`config.mk`:
```
export PLATFORM = sky130hd
export DESIGN_NAME = i2cmbe_seq
export DESIGN_NICKNAME = d
export VERILOG_FILES = /design/src/i2cmbe_pkg.sv /design/src/i2cmbe_seq.sv
export VERILOG_INCLUDE_DIRS = /design/src /design/src/src
export SDC_FILE = /design/constraint.sdc
export NUM_CORES = 1
export LEC_CHECK = 0
export ABC_AREA = 1
export BUFFER_PORTS_ARGS = -buffer_cell sky130_fd_sc_hd__buf_2
export CAP_MARGIN = 20
export CORE_ASPECT_RATIO = 2
export CORE_MARGIN = 2
export CORE_UTILIZATION = 35
export CTS_BUF_LIST = sky130_fd_sc_hd__clkbuf_8
export DETAILED_ROUTE_END_ITERATION = 12
export HOLD_SLACK_MARGIN = 0.12
export PLACE_DENSITY = 0.63
export SETUP_SLACK_MARGIN = 0.4
export SYNTH_ARGS = -nofsm -noshare
export SYNTH_HDL_FRONTEND = slang
export SYNTH_SLANG_ARGS = --single-unit
```
`constraint.sdc`:
```
create_clock -name clk -period 2.7 [get_ports clk]
set_input_delay 0.405 -clock clk [delete_from_list [all_inputs] [get_ports clk]]
set_output_delay 0.405 -clock clk [all_outputs]
set_load 0.02 [all_outputs]
```
`src/assert_macros.svh`:
```
// Shared assertion macros for the I2C bit engine.
`ifndef ASSERT_MACROS_SVH
`define ASSERT_MACROS_SVH

// Condition must hold at every clock edge outside reset
`define ASSERT_ALWAYS(lbl, clk, rst_n, cond) \
    lbl: assert property (@(posedge clk) disable iff (!rst_n) (cond)) \
        else $error("invariant violated");

// Antecedent in one cycle implies consequent in the next
`define ASSERT_NEXT(lbl, clk, rst_n, ante, cons) \
    lbl: assert property (@(posedge clk) disable iff (!rst_n) (ante) |=> (cons)) \
        else $error("next-cycle check failed");

`endif

```
`src/i2cmbe_pkg.sv`:
```
package i2cmbe_pkg;

    // Bits per transferred byte
    localparam int BYTE_BITS = 8;
    localparam int BIT_CNT_W = $clog2(BYTE_BITS + 1);

    typedef logic [BIT_CNT_W-1:0] bit_cnt_t;

    // Command codes
    localparam logic [2:0] CMD_NONE      = 3'd0;
    localparam logic [2:0] CMD_START     = 3'd1;
    localparam logic [2:0] CMD_STOP      = 3'd2;
    localparam logic [2:0] CMD_WRITE     = 3'd3;
    localparam logic [2:0] CMD_READ_ACK  = 3'd4;
    localparam logic [2:0] CMD_READ_NACK = 3'd5;
    localparam logic [2:0] CMD_WAIT_ACK  = 3'd6;

    // Configuration register indexes
    localparam int CFG_IDX_W = 2;
    localparam logic [CFG_IDX_W-1:0] CFG_SETUP   = 2'd0;
    localparam logic [CFG_IDX_W-1:0] CFG_HALF    = 2'd1;
    localparam logic [CFG_IDX_W-1:0] CFG_TIMEOUT = 2'd2;

    // Configuration reset values
    localparam logic [7:0] SETUP_RST   = 8'd4;
    localparam logic [7:0] HALF_RST    = 8'd2;
    localparam logic [7:0] TIMEOUT_RST = 8'd250;

    typedef struct packed {
        logic [7:0] setup_ticks;
        logic [7:0] half_ticks;
        logic [7:0] ack_timeout;
    } cfg_t;

    typedef struct packed {
        logic       scl;
        logic       sda_low;
        logic       busy_res;
        logic       done_res;
        logic [7:0] rx_byte;
        logic       ack_error;
    } result_t;

    // A hold of zero ticks counts as one
    function automatic logic [7:0] hold_ticks(input logic [7:0] ticks);
        return (ticks == 8'd0) ? 8'd1 : ticks;
    endfunction

endpackage

```
`src/i2cmbe_seq.sv`:
```
`include "assert_macros.svh"

module i2cmbe_seq
    import i2cmbe_pkg::*;
(
    input  logic       clk,
    input  logic       rst_n,
    input  logic       step,
    input  logic [2:0] cmd,
    input  logic [7:0] tx_byte,
    input  logic       sda_in,
    input  cfg_t       cfg,
    output result_t    res
);

    typedef enum logic [3:0] {
        PH_IDLE,
        PH_START_A,
        PH_START_B,
        PH_STOP_A,
        PH_STOP_B,
        PH_STOP_C,
        PH_W_DATA,
        PH_W_HIGH,
        PH_W_LOW,
        PH_R_LOW,
        PH_R_HIGH,
        PH_A_SETUP,
        PH_A_HIGH,
        PH_WAIT,
        PH_WA_TAIL
    } phase_t;

    phase_t     phase_reg,   phase_next;
    logic [7:0] delay_reg,   delay_next;
    bit_cnt_t   bit_cnt_reg, bit_cnt_next;
    logic [7:0] shifter_reg, shifter_next;
    logic [7:0] wait_reg,    wait_next;
    logic       scl_reg,     scl_next;
    logic       sda_reg,     sda_next;
    logic       ack_mode_reg, ack_mode_next;
    logic [7:0] rx_reg,      rx_next;
    logic       err_reg,     err_next;
    logic       done;

    logic [7:0] delay_dec;
    logic [7:0] wait_inc;
    logic [7:0] rx_shift;
    bit_cnt_t   bit_inc;

    assign delay_dec = (delay_reg != 8'd0) ? delay_reg - 8'd1 : delay_reg;
    assign wait_inc  = (wait_reg != 8'hFF) ? wait_reg + 8'd1 : wait_reg;
    assign rx_shift  = {shifter_reg[6:0], sda_in};
    assign bit_inc   = bit_cnt_reg + bit_cnt_t'(1);

    // Next state for one tick
    always_comb
    begin
        phase_next    = phase_reg;
        delay_next    = delay_reg;
        bit_cnt_next  = bit_cnt_reg;
        shifter_next  = shifter_reg;
        wait_next     = wait_reg;
        scl_next      = scl_reg;
        sda_next      = sda_reg;
        ack_mode_next = ack_mode_reg;
        rx_next       = rx_reg;
        err_next      = err_reg;
        done          = 1'b0;

        case (phase_reg)
            PH_IDLE:
            begin
                if (cmd >= CMD_START && cmd <= CMD_WAIT_ACK)
                    err_next = 1'b0;
                case (cmd)
                    CMD_START:
                    begin
                        scl_next   = 1'b1;
                        sda_next   = 1'b1;
                        phase_next = PH_START_A;
                        delay_next = hold_ticks(cfg.setup_ticks);
                    end
                    CMD_STOP:
                    begin
                        scl_next   = 1'b0;
                        sda_next   = 1'b0;
                        phase_next = PH_STOP_A;
                        delay_next = hold_ticks(cfg.setup_ticks);
                    end
                    CMD_WRITE:
                    begin
                        scl_next     = 1'b0;
                        sda_next     = tx_byte[7];
                        shifter_next = {tx_byte[6:0], 1'b0};
                        bit_cnt_next = bit_cnt_t'(1);
                        phase_next   = PH_W_DATA;
                        delay_next   = hold_ticks(cfg.half_ticks);
                    end
                    CMD_READ_ACK, CMD_READ_NACK:
                    begin
                        ack_mode_next = (cmd == CMD_READ_ACK);
                        scl_next      = 1'b0;
                        sda_next      = 1'b1;
                        bit_cnt_next  = '0;
                        shifter_next  = 8'd0;
                        phase_next    = PH_R_LOW;
                        delay_next    = hold_ticks(cfg.half_ticks);
                    end
                    CMD_WAIT_ACK:
                    begin
                        scl_next   = 1'b1;
                        sda_next   = 1'b1;
                        wait_next  = 8'd0;
                        phase_next = PH_WAIT;
                    end
                    default:
                    begin
                    end
                endcase
            end

            PH_WAIT:
            begin
                if (!sda_in)
                begin
                    scl_next   = 1'b0;
                    phase_next = PH_WA_TAIL;
                    delay_next = hold_ticks(cfg.half_ticks);
                end
                else
                begin
                    wait_next = wait_inc;
                    // timeout: flag and issue a stop
                    if (wait_inc >= cfg.ack_timeout)
                    begin
                        err_next   = 1'b1;
                        scl_next   = 1'b0;
                        sda_next   = 1'b0;
                        phase_next = PH_STOP_A;
                        delay_next = hold_ticks(cfg.setup_ticks);
                    end
                end
            end

            default:
            begin
                delay_next = delay_dec;
                if (delay_dec == 8'd0)
                begin
                    case (phase_reg)
                        PH_START_A:
                        begin
                            sda_next   = 1'b0;
                            phase_next = PH_START_B;
                            delay_next = hold_ticks(cfg.setup_ticks);
                        end
                        PH_START_B:
                        begin
                            scl_next   = 1'b0;
                            phase_next = PH_IDLE;
                            done       = 1'b1;
                        end
                        PH_STOP_A:
                        begin
                            scl_next   = 1'b1;
                            phase_next = PH_STOP_B;
                            delay_next = hold_ticks(cfg.setup_ticks);
                        end
                        PH_STOP_B:
                        begin
                            sda_next   = 1'b1;
                            phase_next = PH_STOP_C;
                            delay_next = hold_ticks(cfg.setup_ticks);
                        end
                        PH_W_DATA:
                        begin
                            scl_next   = 1'b1;
                            phase_next = PH_W_HIGH;
                            delay_next = hold_ticks(cfg.half_ticks);
                        end
                        PH_W_HIGH:
                        begin
                            scl_next   = 1'b0;
                            phase_next = PH_W_LOW;
                            delay_next = hold_ticks(cfg.half_ticks);
                        end
                        PH_W_LOW:
                        begin
                            if (bit_cnt_reg < bit_cnt_t'(BYTE_BITS))
                            begin
                                sda_next     = shifter_reg[7];
                                shifter_next = {shifter_reg[6:0], 1'b0};
                                bit_cnt_next = bit_inc;
                                phase_next   = PH_W_DATA;
                                delay_next   = hold_ticks(cfg.half_ticks);
                            end
                            else
                            begin
                                phase_next = PH_IDLE;
                                done       = 1'b1;
                            end
                        end
                        PH_R_LOW:
                        begin
                            scl_next   = 1'b1;
                            phase_next = PH_R_HIGH;
                            delay_next = hold_ticks(cfg.half_ticks);
                        end
                        PH_R_HIGH:
                        begin
                            // sample SDA at the end of the high phase
                            shifter_next = rx_shift;
                            bit_cnt_next = bit_inc;
                            scl_next     = 1'b0;
                            if (bit_inc >= bit_cnt_t'(BYTE_BITS))
                            begin
                                rx_next    = rx_shift;
                                sda_next   = !ack_mode_reg;
                                phase_next = PH_A_SETUP;
                                delay_next = hold_ticks(cfg.setup_ticks);
                            end
                            else
                            begin
                                phase_next = PH_R_LOW;
                                delay_next = hold_ticks(cfg.half_ticks);
                            end
                        end
                        PH_A_SETUP:
                        begin
                            scl_next   = 1'b1;
                            phase_next = PH_A_HIGH;
                            delay_next = hold_ticks(cfg.half_ticks);
                        end
                        default:
                        begin
                            // end of stop, ack clock or wait-ack tail
                            if (phase_reg == PH_A_HIGH || phase_reg == PH_WA_TAIL)
                                scl_next = 1'b0;
                            phase_next = PH_IDLE;
                            done       = 1'b1;
                        end
                    endcase
                end
            end
        endcase
    end

    // Result seen after this tick
    assign res.scl       = scl_next;
    assign res.sda_low   = !sda_next;
    assign res.busy_res  = (phase_next != PH_IDLE);
    assign res.done_res  = done;
    assign res.rx_byte   = rx_next;
    assign res.ack_error = err_next;

    // Sequencer state, advanced once per accepted tick
    always_ff @(posedge clk or negedge rst_n)
    begin
        if (!rst_n)
        begin
            phase_reg    <= PH_IDLE;
            delay_reg    <= 8'd0;
            bit_cnt_reg  <= '0;
            shifter_reg  <= 8'd0;
            wait_reg     <= 8'd0;
            scl_reg      <= 1'b1;
            sda_reg      <= 1'b1;
            ack_mode_reg <= 1'b0;
            rx_reg       <= 8'd0;
            err_reg      <= 1'b0;
        end
        else if (step)
        begin
            phase_reg    <= phase_next;
            delay_reg    <= delay_next;
            bit_cnt_reg  <= bit_cnt_next;
            shifter_reg  <= shifter_next;
            wait_reg     <= wait_next;
            scl_reg      <= scl_next;
            sda_reg      <= sda_next;
            ack_mode_reg <= ack_mode_next;
            rx_reg       <= rx_next;
            err_reg      <= err_next;
        end
    end

    // Timed phases always hold a nonzero count
    `ASSERT_ALWAYS(a_timed_delay_nonzero, clk, rst_n,
        (phase_reg == PH_IDLE || phase_reg == PH_WAIT || delay_reg != 8'd0))
    `ASSERT_ALWAYS(a_bit_cnt_range, clk, rst_n, (bit_cnt_reg <= bit_cnt_t'(BYTE_BITS)))
    // Slave ack seen: SCL drops and the tail phase begins
    `ASSERT_NEXT(a_ack_seen, clk, rst_n, (step && phase_reg == PH_WAIT && !sda_in),
        (phase_reg == PH_WA_TAIL && !scl_reg))

endmodule
```
==> flow_summary.json <==
{
  "status": "finished with violations",
  "violations": "setup timing",
  "drive_above_1_share": 0.3547,
  "grt_use_total": 0.2410,
  "antenna_found_initial": 0,
  "hold_viol": 0,
  "peakVddDrop_mv": 0.4715,
  "clk_pin_slew_worst_paths_ps": 100,
  "n_antenna_cell": 0,
  "cts_max_path_buffers": 2,
  "relSlewSlack": 0.5610,
  "dr.pass1.iters": 6,
  "ys_async_sr_fraction": 1.000,
  "p_leak_nw": 2.805,
  "final.fill_count": 1091,
  "fin_area_sq_mm": 0.005595,
  "timing.final.ws_setup_ps": -658.6,
  "fin_crit_sh": 1.244,
  "skew_ps": 16.88,
  "die_h_um": 154.7,
  "min_delay_path_depth": 2,
  "final_common_cell": "nand2_1",
  "min_period_ps": 3359,
  "max_stage_delay_ps": 370,
  "drv_cap": 0,
  "dieArea_sq_mm": 0.01228,
  "worst-path-buf-inv": 1,
  "placementRows": 55,
  "post_dp_cell_area_sq_mm": 0.004549,
  "grt_pass1_wl_um": 22960,
  "holdPathEnd": "ack_mode_reg",
  "insertion_delay_ps": 330,
  "avgSynthCellArea_sq_um": 6.474,
  "nets": 783,
  "grt_pass1_vias": 4855,
  "area_delta_synth_final_pct": 40.76,
  "syn_nets": 665,
  "grt_overflow": 0,
  "finalSetupViolCount": 5,
  "cpMaxStageDelayCell": "dfrtp_1",
  "dpl_worst_slack_ps": -340.7,
  "startpoint_type": "register",
  "ys_seq_area_frac": 0.2776,
  "num_vias": 4745,
  "r2r-start": "wait_reg[0]",
  "dr.first_iter.drc_count": 234,
  "wl_per_cell_um": 16.94,
  "r2r_cells": 20,
  "mostFrequentLayoutCells": "nand2_1, inv_1, buf_4",
  "syn_area_sq_mm": 0.003975,
  "worstPathCellList": "ha_2 -> nand2_2 -> nor3_4 -> nand3_2 -> nand2_2 -> nor2_2 -> nand2_1 -> xor2_1 -> ha_1 -> a21oi_2 -> nor2_1 -> nor2_2 -> nand4_1 -> a21boi_1 -> nand3_2 -> nor2_1 -> nand2_1 -> buf_2",
  "numPortBuffers": 51,
  "rrSetupSlack_ps": -130,
  "cts_made_buffers": 5,
  "power_density_mw_per_mm2": 1007,
  "hp-class": "primary input to register",
  "gp_congestion": 0.9794,
  "worst_slew_pin_slew_ps": 657.7,
  "start_util": 0.3544,
  "synth_flop_cell": "dfrtp_1",
  "synth-seq-cells": 44,
  "num_io_pins": 52,
  "rsz0062_at_grt": "yes",
  "post-route-drc-count": 0,
  "synth_edf_count": 0,
  "yosysUniqueCellTypes": 41,
  "syn_inst": 614,
  "r2r_end": "phase_reg[1]",
  "drt-vias-per-instance": 5.423,
  "fp.coreArea_sq_mm": 0.01122,
  "cp.arrival_ps": 2950,
  "crit_required_ps": 2300,
  "cts-htree-levels": 2,
  "yosysWarnings": 0,
  "cts_tree": "built",
  "grt_max_degree": 28,
  "end_kind": "output pin",
  "min_from": "cmd[0]",
  "path_delay_family": "simple AND/OR/NAND/NOR gates",
  "place_hpwl_um": 10500,
  "ant_nets": 0,
  "finalWirelength_um": 14820,
  "worstPathMaxFanout": 4,
  "slew_violations": 0,
  "clock-root-buffer": "clkbuf_8",
  "path_class": "register to output pin",
  "die_x_um": 79.36,
  "fmax_mhz": 297.7,
  "numClockSinks": 44
}
[synthesized netlist by cell type, drive strengths merged, types with 4 or more instances]
cell / count / area (sq um)
nor3: 4 / 25.02
dfrtp: 42 / 1051
nand2: 192 / 788.3
xor2: 6 / 52.55
nand4: 19 / 118.9
a21oi: 26 / 148.9
o22ai: 8 / 50.05
o21ai: 60 / 334.1
a22oi: 8 / 60.06
ha: 12 / 150.1
nor2: 73 / 316.5
nand3: 41 / 235.2
inv: 88 / 337.8
buf: 16 / 116.4
[power by group]
group | internal [mW] | leakage, nW | switching [mW]
registers | 0.954 | 0.528 | 0.317
logic | 1.50 | 2.22 | 2.31
clock network | 0.275 | 0.0541 | 0.277
total | 2.73 | 2.80 | 2.90
[metal layers]
layer / GRT usage / vias to the layer above / part of all wire
met4: 0.2044 / 0 / 0.085
met5: 0 / - / 0
li1: - / 2235 / -
met3: 0.03792 / 83 / 0.037
met1: 0.2102 / 2263 / 0.32
met2: 0.4556 / 164 / 0.55
[how the worst max path moves through the flow]
stage	end	slack, ps	start	depth (start not counted)
after floorplan	res[10]	-70	wait_reg[0]	17
after global placement	res[10]	-250	wait_reg[0]	18
after detailed placement	res[10]	-340	wait_reg[0]	18
after CTS	res[10]	-620	wait_reg[0]	18
after global routing	res[10]	-880	wait_reg[0]	18
final	res[10]	-660	wait_reg[0]	18
[final cells by class]
type                       count  area (sq um)  share of cell area
clock buffer                   5         68.82             0.01230
sequential                    44          1110              0.1983
inverter                      89         354.1             0.06328
multi-input combinational    467          2885              0.5157
clock inverter                 3         42.54            0.007603
timing repair buffer         124         945.9              0.1691
tap                          142         177.7             0.03175
timing repair inverter         1         11.26            0.002013
[metrics by stage]
step	total power [mW]	instances	TNS [ps]	utilization	hold WS (ps)
floorplan	3.234	614	-68.54	-	109.4
global placement	4.069	820	-530.8	0.4056	463.5
detailed placement	4.129	820	-1198	0.4056	471.9
CTS	5.131	858	-1851	0.4689	338.6
global route	6.038	875	-4836	0.4988	354.9
finish	5.633	875	-2155	0.4988	347.7
[kinds of logic (layout without fill, tap and decap cells)]
| logic type | Yosys count | in the layout | synth area share |
|---|---|---|---|
| and+or+nand+nor | 333 | 333 | 0.3799 |
| AOI/OAI and AO/OA | 113 | 116 | 0.1750 |
| buffers and inverters | 106 | 222 | 0.1165 |
| DFF | 44 | 44 | 0.2776 |
| adders and majority gates | 12 | 12 | 0.03777 |
| xor gates and xnor gates | 6 | 6 | 0.01322 |
[repair_timing]
| action | in CTS | in global routing |
|---|---|---|
| pin swaps | 23 | 27 |
| endpoints found under the setup margin | 39 | 40 |
| gates resized for setup | 88 | 50 |
| setup buffers | 26 | 16 |
| cloned | 3 | 1 |
| hold buffers | 1 | 0 |
| endpoints found under the hold margin | 13 | 0 |
Power figures use the tool's default switching activity.
